### src/sv/periodic_can_frame_scheduler_macros.svh
// Assertion macros for the periodic CAN frame scheduler.
`ifndef PERIODIC_CAN_FRAME_SCHEDULER_MACROS_SVH
`define PERIODIC_CAN_FRAME_SCHEDULER_MACROS_SVH

`ifndef NO_ASSERTIONS
// Same-cycle implication, checked on clk_i, quiet during reset.
`define PCFS_ASSERT_IMP(lbl, ante, cons) \
  lbl: assert property (@(posedge clk_i) disable iff (!rst_ni) (ante) |-> (cons)) \
    else $error("pcfs: same-cycle check failed");
// Next-cycle implication.
`define PCFS_ASSERT_NXT(lbl, ante, cons) \
  lbl: assert property (@(posedge clk_i) disable iff (!rst_ni) (ante) |=> (cons)) \
    else $error("pcfs: next-cycle check failed");
`else
`define PCFS_ASSERT_IMP(lbl, ante, cons)
`define PCFS_ASSERT_NXT(lbl, ante, cons)
`endif

`endif

### src/sv/pcfs_pkg.sv
// Shared types, constants and slot tables of the periodic CAN frame scheduler.
package pcfs_pkg;

  localparam int ElapsedW  = 8;
  localparam int PeriodW   = 10;
  localparam int TimeW     = 16;
  localparam int IdW       = 11;
  localparam int DataW     = 64;
  localparam int CfgIdxW   = 3;
  localparam int SlotIdxW  = 4;
  localparam int NumRegs   = 7;
  localparam int InTdataW  = 8;
  localparam int OutTdataW = 80;

  localparam logic [IdW-1:0]     ID_ALIVE_NIBBLE = 11'h0b4;
  localparam logic [IdW-1:0]     ID_ALIVE_BYTE   = 11'h096;
  localparam logic [PeriodW-1:0] PERIOD_EXTRA    = 10'd10;

  typedef struct packed {
    logic signed [TimeW-1:0] rt;
    logic                    neg;
  } time_res_t;

  function automatic logic [IdW-1:0] slot_id(input logic [SlotIdxW-1:0] idx);
    logic [IdW-1:0] id;
    unique case (idx)
      4'd0:    id = 11'h248;
      4'd1:    id = 11'h096;
      4'd2:    id = 11'h12c;
      4'd3:    id = 11'h0b6;
      4'd4:    id = 11'h0b4;
      4'd5:    id = 11'h122;
      4'd6:    id = 11'h11c;
      default: id = '0;
    endcase
    return id;
  endfunction

  function automatic logic [PeriodW-1:0] period_reset(input logic [SlotIdxW-1:0] idx);
    logic [PeriodW-1:0] p;
    unique case (idx)
      4'd0:    p = 10'd100;
      4'd2:    p = 10'd20;
      default: p = 10'd10;
    endcase
    return p;
  endfunction

endpackage

### src/sv/pcfs_time_unit.sv
// Shared remaining-time unit: saturating subtract of elapsed ms, sign flag.
module pcfs_time_unit (
  input  logic signed [pcfs_pkg::TimeW-1:0]    rt_i,
  input  logic        [pcfs_pkg::ElapsedW-1:0] dec_i,
  output pcfs_pkg::time_res_t                  res_o
);
  import pcfs_pkg::*;

  logic signed [TimeW:0] diff;

  assign diff = $signed({rt_i[TimeW-1], rt_i}) - $signed({{(TimeW+1-ElapsedW){1'b0}}, dec_i});

  always_comb begin
    // only underflow is possible; clamp to the most negative value
    if (diff[TimeW] != diff[TimeW-1]) begin
      res_o.rt = {1'b1, {(TimeW-1){1'b0}}};
    end else begin
      res_o.rt = diff[TimeW-1:0];
    end
    res_o.neg = res_o.rt[TimeW-1];
  end

endmodule

### src/sv/periodic_can_frame_scheduler.sv
// Periodic CAN frame scheduler, top level: sequencer, slot state, output register.
//
// One input item is a scheduler tick (elapsed ms, power flag). The block is busy
// running every slot's remaining time through the shared saturating time unit,
// then, for a powered tick, walking the slots in list order, emitting one 8-byte
// frame per due slot. s_axis_tready is low while the block is busy, including
// every cycle in which a due frame waits for the output register to drain, so
// the next tick is accepted only once the walk is done.
// An unpowered tick still runs the time down but emits nothing. The result sits
// in an output register, so the next tick is taken while a frame waits. A slot
// is due if never sent or its time is below zero; it then reloads its period.
// Frame 0x0b4 carries a 4-bit alive count in bytes 0 and 7, frame 0x096 an
// 8-bit count in bytes 0 and 6. tlast marks the last frame of a tick. Periods
// are to be written through the cfg port only while the block is idle, which the
// block itself does not enforce; slots beyond the seventh have id 0 and a fixed 10 ms period.
module periodic_can_frame_scheduler #(
  parameter int SLOT_COUNT = 7
) (
  input  logic                               clk_i,
  input  logic                               rst_ni,
  // tick channel
  input  logic                               s_axis_tvalid,
  output logic                               s_axis_tready,
  input  logic [pcfs_pkg::InTdataW-1:0]      s_axis_tdata,  // [7:0] elapsed_ms
  input  logic [0:0]                         s_axis_tuser,  // [0] powered
  // frame channel
  output logic                               m_axis_tvalid,
  input  logic                               m_axis_tready,
  output logic [pcfs_pkg::OutTdataW-1:0]     m_axis_tdata,  // [10:0] frame_id, [74:11] frame_data
  output logic                               m_axis_tlast,  // last_frame
  // period registers
  input  logic                               cfg_we_i,
  input  logic [pcfs_pkg::CfgIdxW-1:0]       cfg_idx_i,
  input  logic [pcfs_pkg::PeriodW-1:0]       cfg_data_i
);
  import pcfs_pkg::*;

  localparam int SlotW    = (SLOT_COUNT > 1) ? $clog2(SLOT_COUNT) : 1;
  localparam int RegCount = (SLOT_COUNT < NumRegs) ? SLOT_COUNT : NumRegs;
  localparam int RegW     = (RegCount > 1) ? $clog2(RegCount) : 1;

  typedef enum logic [1:0] {ST_IDLE, ST_SUB, ST_EMIT} state_e;

  state_e                    state_q;
  logic [SlotW-1:0]          slot_q;
  logic [ElapsedW-1:0]       elapsed_q;
  logic                      powered_q;
  logic [SLOT_COUNT-1:0]     due_q;
  logic [SLOT_COUNT-1:0]     sent_q;
  logic signed [TimeW-1:0]   rt_q [SLOT_COUNT];
  logic [PeriodW-1:0]        period_q [RegCount];
  logic [3:0]                nib_q;
  logic [7:0]                byte_q;

  logic                      out_valid_q;
  logic [IdW-1:0]            out_id_q;
  logic [DataW-1:0]          out_data_q;
  logic                      out_last_q;

  time_res_t                 tres;
  logic                      slot_last;
  logic                      higher_due;
  logic                      take;
  logic [IdW-1:0]            cur_id;
  logic [PeriodW-1:0]        cur_period;
  logic [3:0]                nib_d;
  logic [7:0]                byte_d;
  logic [DataW-1:0]          cur_data;
  logic                      tick_acc;

  pcfs_time_unit u_time (
    .rt_i  (rt_q[slot_q]),
    .dec_i (elapsed_q),
    .res_o (tres)
  );

  assign s_axis_tready = (state_q == ST_IDLE);
  assign tick_acc      = s_axis_tvalid && s_axis_tready;
  assign slot_last     = (slot_q == SlotW'(SLOT_COUNT - 1));
  assign cur_id        = slot_id(SlotIdxW'(slot_q));
  assign nib_d         = nib_q + 4'd1;
  assign byte_d        = byte_q + 8'd1;

  // emit only when the output register is free or draining this cycle
  assign take = (state_q == ST_EMIT) && due_q[slot_q] && (!out_valid_q || m_axis_tready);

  always_comb begin
    if (SlotIdxW'(slot_q) < SlotIdxW'(RegCount)) begin
      cur_period = period_q[slot_q[RegW-1:0]];
    end else begin
      cur_period = PERIOD_EXTRA;
    end
  end

  always_comb begin
    cur_data = '0;
    if (cur_id == ID_ALIVE_NIBBLE) begin
      cur_data[63:56] = {4'd0, nib_d};
      cur_data[7:0]   = {4'd0, nib_d};
    end else if (cur_id == ID_ALIVE_BYTE) begin
      cur_data[55:48] = byte_d;
      cur_data[7:0]   = byte_d;
    end
  end

  // any due slot further down the list decides tlast
  always_comb begin
    higher_due = 1'b0;
    for (int j = 0; j < SLOT_COUNT; j++) begin
      if ((SlotW'(j) > slot_q) && due_q[j]) begin
        higher_due = 1'b1;
      end
    end
  end

  always_ff @(posedge clk_i or negedge rst_ni) begin
    if (!rst_ni) begin
      state_q     <= ST_IDLE;
      slot_q      <= '0;
      elapsed_q   <= '0;
      powered_q   <= 1'b0;
      due_q       <= '0;
      sent_q      <= '0;
      nib_q       <= '0;
      byte_q      <= '0;
      out_valid_q <= 1'b0;
      out_id_q    <= '0;
      out_data_q  <= '0;
      out_last_q  <= 1'b0;
      for (int i = 0; i < SLOT_COUNT; i++) begin
        rt_q[i] <= '0;
      end
      for (int i = 0; i < RegCount; i++) begin
        period_q[i] <= period_reset(SlotIdxW'(i));
      end
    end else begin
      if (cfg_we_i && ({1'b0, cfg_idx_i} < (CfgIdxW+1)'(RegCount))) begin
        period_q[cfg_idx_i[RegW-1:0]] <= cfg_data_i;
      end

      if (take) begin
        out_valid_q <= 1'b1;
      end else if (m_axis_tready) begin
        out_valid_q <= 1'b0;
      end

      unique case (state_q)
        ST_IDLE: begin
          if (tick_acc) begin
            elapsed_q <= s_axis_tdata[ElapsedW-1:0];
            powered_q <= s_axis_tuser[0];
            slot_q    <= '0;
            state_q   <= ST_SUB;
          end
        end
        ST_SUB: begin
          rt_q[slot_q]  <= tres.rt;
          due_q[slot_q] <= powered_q && (!sent_q[slot_q] || tres.neg);
          if (slot_last) begin
            slot_q  <= '0;
            state_q <= powered_q ? ST_EMIT : ST_IDLE;
          end else begin
            slot_q <= slot_q + 1'b1;
          end
        end
        ST_EMIT: begin
          if (take) begin
            rt_q[slot_q]   <= $signed({{(TimeW-PeriodW){1'b0}}, cur_period});
            sent_q[slot_q] <= 1'b1;
            due_q[slot_q]  <= 1'b0;
            out_id_q       <= cur_id;
            out_data_q     <= cur_data;
            out_last_q     <= !higher_due;
            if (cur_id == ID_ALIVE_NIBBLE) begin
              nib_q <= nib_d;
            end else if (cur_id == ID_ALIVE_BYTE) begin
              byte_q <= byte_d;
            end
          end
          if (take || !due_q[slot_q]) begin
            if (slot_last) begin
              slot_q  <= '0;
              state_q <= ST_IDLE;
            end else begin
              slot_q <= slot_q + 1'b1;
            end
          end
        end
        default: state_q <= ST_IDLE;
      endcase
    end
  end

  assign m_axis_tvalid = out_valid_q;
  assign m_axis_tlast  = out_last_q;
  assign m_axis_tdata  = {{(OutTdataW-DataW-IdW){1'b0}}, out_data_q, out_id_q};

`include "periodic_can_frame_scheduler_macros.svh"

  // every due flag is consumed before the sequencer goes idle again
  `PCFS_ASSERT_IMP(a_idle_no_due, state_q == ST_IDLE, due_q == '0)
  // a frame that is not the last of its tick means the walk is still going
  `PCFS_ASSERT_IMP(a_notlast_walk, out_valid_q && !out_last_q, state_q == ST_EMIT)
  // a loaded frame is presented on the next cycle
  `PCFS_ASSERT_NXT(a_take_valid, take, out_valid_q)

endmodule
### config.mk
export PLATFORM = sky130hd
export DESIGN_NAME = periodic_can_frame_scheduler
export DESIGN_NICKNAME = d
export VERILOG_FILES = /design/src/sv/pcfs_pkg.sv /design/src/sv/pcfs_time_unit.sv /design/src/sv/periodic_can_frame_scheduler.sv
export VERILOG_INCLUDE_DIRS = /design/src /design/src/sv
export SDC_FILE = /design/constraint.sdc
export NUM_CORES = 1
export LEC_CHECK = 0
export ABC_AREA = 1
export CORE_MARGIN = 1.5
export CORE_UTILIZATION = 52
export CTS_CLUSTER_DIAMETER = 120
export DETAILED_ROUTE_END_ITERATION = 12
export DONT_BUFFER_PORTS = 1
export PLACE_DENSITY_LB_ADDON = 0.12
export SLEW_MARGIN = 20
export SYNTH_ARGS = -nofsm -noshare
export SYNTH_HDL_FRONTEND = slang
export SYNTH_SLANG_ARGS = --single-unit
### constraint.sdc
create_clock -name clk_i -period 8.99 [get_ports clk_i]
set_input_delay 0 -clock clk_i [delete_from_list [all_inputs] [get_ports clk_i]]
set_output_delay 0 -clock clk_i [all_outputs]
set_load 0.05 [all_outputs]
Word-level counts from Yosys, hierarchy flattened
Cells that the tools add are included.
- add/subtract/negate cells: 4
- reductions and logical operators: 34
- equality and inequality tests: 16
- bitwise operators: 6
- multiplexer cells: 50
- magnitude comparators: 15
- operators by type and width (operator ; count):
    112-bit bitwise mux ; 2
    112-bit case mux with 2 select lines ; 1
    112-bit two-way mux ; 1
    70-bit bitwise mux ; 1
    10-bit case mux with 7 select lines ; 1
    16-bit two-way mux ; 4
    16-bit binary-select mux with 3-bit select ; 1
    16-bit demux with 3-bit select ; 1
    10-bit two-way mux ; 4
    10-bit binary-select mux with 3-bit select ; 1
    10-bit demux with 3-bit select ; 1
    8-bit two-way mux ; 3
    11-bit by 8-bit == test with 1-bit output, second input constant ; 2
    16-bit by 9-bit subtractor with 17-bit output ; 1
    1-bit logical AND ; 15
    7-bit case mux with 2 select lines ; 1
    1-bit two-way mux ; 12
    2-bit two-way mux ; 5
    3-bit == test, second input constant ; 3
    3-bit > comparator, first input constant ; 3
    3-bit two-way mux ; 3
    3-bit case mux with 3 select lines ; 1
    8-bit by 1-bit adder with 8-bit output, second input constant ; 1
    4-bit greater-or-equal comparator, second input constant ; 2
    other kinds (35) ; 55
- word-level logic and storage cells: 151
- flip-flop bits (word level): 259
- bits of input ports: 27
- output and inout port bits: 83

Longest topological paths before layout
- depth in word-level cells: 11
- gate-level depth with buffers: 30
- depth with buffers taken out: 27

By module
Synthesis repeated with hierarchy kept, for this count alone.
- cells, all modules: 1663
- area total of the unflattened synthesis: 13012.5 um^2
- modules (own cells, without submodules) (module ; instances ; area an instance (um^2) ; sequential area each (um^2) ; cells each):
    periodic_can_frame_scheduler ; 1 ; 12095.4 ; 6224.7 ; 1490
    pcfs_time_unit ; 1 ; 917.1 ; 0.0 ; 173

Least setup slack after synthesis
Ideal clock, no wire load.
- kind: reg-to-reg
- from: reg slot_q[0]
- to: reg rt_q[52] (netlist bit)
- path buffers: 4
- setup time: 0.077 ns
- required time: 8.913 ns
- path slack: 5.022 ns
- stages on the path, launching flop included: 23
- period minus slack after synthesis: 3.968 ns
- arrival time: 3.891 ns
- cell sequence: dfrtp_1 > buf_6 > inv_4 > nor2_2 > buf_4 > buf_2 > buf_1 > a22oi_1 > a41oi_1 > ha_1 > a21oi_1 > nand2_1 > nand2_1 > a21boi_0 > nor2_2 > nand4_1 > xor2_1 > ha_1 > nor2_1 > o21ai_0 > o21ai_1 > nor2_1 > a21oi_1
- longest elaborated chain between the ends: 9
- elaborated cells between the ends (all ways): 27
- those cells by class: 1 x add/sub; 3 x order compare; 2 x eq/ne; 16 x mux; 1 x bitwise; 4 x reduce/logical
- RTL lines (element ; line ; source):
    start, declared ; periodic_can_frame_scheduler.sv:45 ; logic [SlotW-1:0] slot_q;
    start signal, assigned ; periodic_can_frame_scheduler.sv:163 ; slot_q <= slot_q + 1'b1;
    start signal, assigned ; periodic_can_frame_scheduler.sv:185 ; slot_q <= slot_q + 1'b1;
    3-bit NOT with 4-bit output (not written as such) ; -- ;
    16-bit binary-select mux with 3-bit select ; periodic_can_frame_scheduler.sv:72 ; .rt_i (rt_q[slot_q]),
    16-bit two-way mux (not written as such) (2 in series) ; periodic_can_frame_scheduler.sv:72 ;
    16-bit by 9-bit subtractor with 17-bit output ; pcfs_time_unit.sv:11 ; assign diff = $signed({rt_i[TimeW-1], rt_i}) - $signed({{(TimeW+1-ElapsedW){1'b0}}, dec_i});
    1-bit inequality test ; pcfs_time_unit.sv:15 ; if (diff[TimeW] != diff[TimeW-1]) begin
    16-bit two-way mux ; pcfs_time_unit.sv:15 ;
    112-bit bitwise mux ; periodic_can_frame_scheduler.sv:157 ; rt_q[slot_q] <= tres.rt;
    112-bit case mux with 2 select lines ; periodic_can_frame_scheduler.sv:147 ; unique case (state_q)
    end signal, assigned by index ; periodic_can_frame_scheduler.sv:157 ;
    end signal, assigned by index ; periodic_can_frame_scheduler.sv:168 ; rt_q[slot_q] <= $signed({{(TimeW-PeriodW){1'b0}}, cur_period});
    end, declared ; periodic_can_frame_scheduler.sv:50 ; logic signed [TimeW-1:0] rt_q [SLOT_COUNT];
Parallel ways exist; a longest one is shown, timed or not. The select of a mux whose other input is x is not followed.
A chain may end at the register's enable or synchronous reset.

Final worst setup path
- from: reg slot_q[1]
- to: reg rt_q[52] (netlist bit)
The elaborated chain is that of the path after synthesis.

==> key figures <==
Status
  – Run status: complete, no violations

Worst setup path
  – Buffers and inverters on the worst path: 3
  – Worst-path maximum fanout: 27
  – Type of the worst setup path: reg -> reg
  – Category of the worst setup path capture point: register
  – Worst R2R End: rt_q[52]
  – Cells along the critical path: inv_2 -> nor2_4 -> buf_4 -> a22oi_1 -> a31oi_1 -> ha_1 -> o21ai_0 -> nor2_1 -> nor2_1 -> nand3_1 -> nor2_1 -> nand3_1 -> nand2_1 -> inv_1 -> ha_1 -> nor2_1 -> o21ai_0 -> o21ai_1 -> nor2_1 -> a21oi_1
  – Data arrival time of the critical path: 5.94 ns
  – Critical path's most frequent cell: nor2_1
  – Startpoint kind of the worst setup timing path: register
  – Reg2reg setup slack: 3.50 ns
  – Kind of cell with the highest combined delay on the critical path: simple AND/OR/NAND/NOR gates
  – Critical path's largest stage delay: 0.82 ns
  – Critical R2R Launch: slot_q[1]
  – WP data required: 9.44 ns
  – Critical path depth: 20
  – Slowest cell on the critical path: dfrtp_1
  – R2R cell count: 20

Floorplan
  – Initial cell density of the core: 52.7%
  – Core footprint: 23400 sq um
  – Boundary pin count: 110
  – Placement Rows: 56
  – Width of the die: 157 um
  – Die Height: 157 um
  – Die footprint: 24700 sq um

Yosys
  – Synthesized cell area: 12300 sq um
  – Top FF cell, synth: dfrtp_1
  – Synth unique cells: 53
  – #FFs+latches synth: 248
  – Number of synthesis warnings: 0
  – Cell count after synthesis: 1521
  – Share of flip-flops with an asynchronous set or reset after synthesis: 100%
  – Post-synthesis sequential area ratio: 50.4%
  – Mean Syn Cell Area: 8.11 sq um
  – Number of enable-type register cells in the synthesized netlist: 0

STA
  – Slew Viols, Final: 0
  – Final setup violating endpoints: 0
  – Slew @ Worst Pin: 0.899 ns
  – Hold Violations, Final: 0
  – Headroom to the max-slew limit: 40.1%
  – Final period demand of the worst path: 5.49 ns
  – Maximum clock frequency: 0.182 GHz
  – Unrepaired setup endpoints after global routing: no
  – Worst clock skew: 0.0158 ns
  – Fin crit share: 61.1%
  – TNS Setup: 0 ns
  – Worst hold margin: 0.101 ns

Final layout
  – Layout filler cell count: 2145
  – Share of post-route cells with drive strength above 1: 7.49%
  – Ant diodes: 0
  – Area delta synth->final: 9.48%
  – Most frequent cells in the layout: nand2_1 (524), dfrtp_1 (233), o21ai_0 (144)
  – Leading cell type in the layout, fill and taps excluded: nand2_1
  – Final instance area: 13500 sq um
  – Net count of the finished layout: 1556

Power and ir drop
  – Max rail drop VDD: 0.320 mV
  – Total leakage power: 6.92 nW
  – Power density over cell area: 408 nW/um^2

Drt
  – Via count: 9907
  – Final wirelength: 31500 um
  – Antenna-violating nets left: 0
  – Post-DR wirelength/cell: 17.0 um
  – Total iterations of the first detailed-routing run: 5
  – Residual DRC count: 0
  – Initial DRC Count: 780
  – Post-DR vias/cell: 5.34

Min path
  – Critical hold path startpoint: s_axis_tvalid
  – Classification of the worst-slack hold path: in -> reg
  – Worst hold path depth: 2
  – Worst Hold Endpoint: elapsed_q[3]

CTS
  – Clk_lat worst skew: 0.54 ns
  – Clock buffer count from CTS: 28
  – Post-CTS Hold Fix Bufs: 23
  – CTS tree: yes
  – Clock transition at path regs: 0.06 ns
  – H-tree lvl count: 1
  – CTS-repair resized insts: 0
  – Number of buffers added for setup after CTS: 0
  – Number of sinks driven by the clock tree: 248
  – Clock root buffer: clkbuf_16
  – Number of buffers on the longest clock path: 3

Run
  – Max Cap Viol: 0

GRT
  – Wire length of the first global-routing pass: 51300 um
  – Vias in the first global route: 9546
  – Total track usage: 26.5%
  – Initial antenna violation count: 0
  – Largest net degree at the start of global routing: 249
  – Gr ovfl total: 0

Placement
  – Number of I/O port buffers: 0
  – Total half-perimeter wirelength after legalization and detailed placement: 20100 um
  – Placed instance area: 12200 sq um
  – Routability-driven placement congestion ratio: 0.889
power by group:
part	internal, mW	switching (mW)
clock network	0.788	0.460
registers	1.47	0.352
logic	0.663	1.79
total	2.92	2.60
worst register-to-register path, delay by kind of cell, from the launching register on:
family | cells | cell delay, ns
AND/OR/NAND/NOR | 9 | 1.72
buffers and inverters | 3 | 0.76
AO/OA/AOI/OAI | 6 | 1.44
adder cells (fa/ha/maj) | 2 | 0.66
flip-flops | 1 | 0.82
metal layers:
metal | global-route usage (%) | routed length, um
met2 | 43.4 | 14600
met4 | 8.09 | 930
met3 | 3.22 | 1850
met5 | 0 | 0
met1 | 37.0 | 14100
through the flow:
step	util (%)	instances	setup slack [ns]	power (mW)
after floorplan	-	1571	5.02	3.62
after global routing	57.7	1854	3.03	5.93
after CTS	57.6	1853	3.60	5.51
after detailed placement	52.2	1778	3.61	4.22
after global placement	52.2	1778	3.85	4.19
final	57.7	1854	3.50	5.52
sequential cells by signal, indices dropped and copies added (netlist names), 3 cells and up:
name and flops:
rt_q 112, period_q 70, out_data_q 16, byte_q 8, elapsed_q 8, out_id_q 8, due_q 7, sent_q 7
nib_q 4, slot_q 3
cells in the mapped netlist (all sizes together), types with 2 or more instances:
cell type  instances  area share (%)
a221oi             5            0.35
dfrtp            233              47
o21ai            163             6.6
nor2              89             3.2
clkinv             5            0.15
mux2               2            0.18
o31ai              3            0.18
dfstp             15             3.2
nand3             91             3.8
nand3b             3            0.18
buf               96             5.7
a21oi             48             2.0
nand2            535              17
o211ai             3            0.18
xor2               7            0.50
a22oi             20             1.2
nand4             13            0.66
or2                5            0.25
nor3               2           0.081
inv              115             3.5
o221ai             2            0.14
a31oi              4            0.20
clkbuf            24            0.73
o22ai             11            0.56
o21bai             2            0.12
ha                15             1.5
worst max path at each step:
stage          endpoint       from
6_report       rt_q[52]  slot_q[1]
3_3_place_gp   rt_q[74]  slot_q[1]
4_1_cts        rt_q[68]  slot_q[1]
5_1_grt        rt_q[68]  slot_q[1]
3_5_place_dp   rt_q[68]  slot_q[1]
2_1_floorplan  rt_q[52]  slot_q[0]
kinds of logic (layout without fill, tap and decap cells):
family,after synthesis,count (layout),synth area share [%]
AND/OR/NAND/NOR,739,739,25.0
AO/OA/AOI/OAI,268,268,12.1
flip-flops,248,248,50.4
buffers and inverters,240,204,10.1
adder cells (fa/ha/maj),16,16,1.68
XOR/XNOR,7,7,0.497
multiplexers,2,2,0.182
other,1,51,0.0304
final cells by class:
cell class	count	area, sq um	share of cell area, %
inverters	120	453	3.35
clock inverters	12	189	1.40
multi-input cells	1083	5070	37.5
well taps	319	399	2.95
flip-flops and latches	248	6220	46.1
repair buffers	32	335	2.48
clock buffers	40	837	6.20
(Power assumes the default switching activity.)
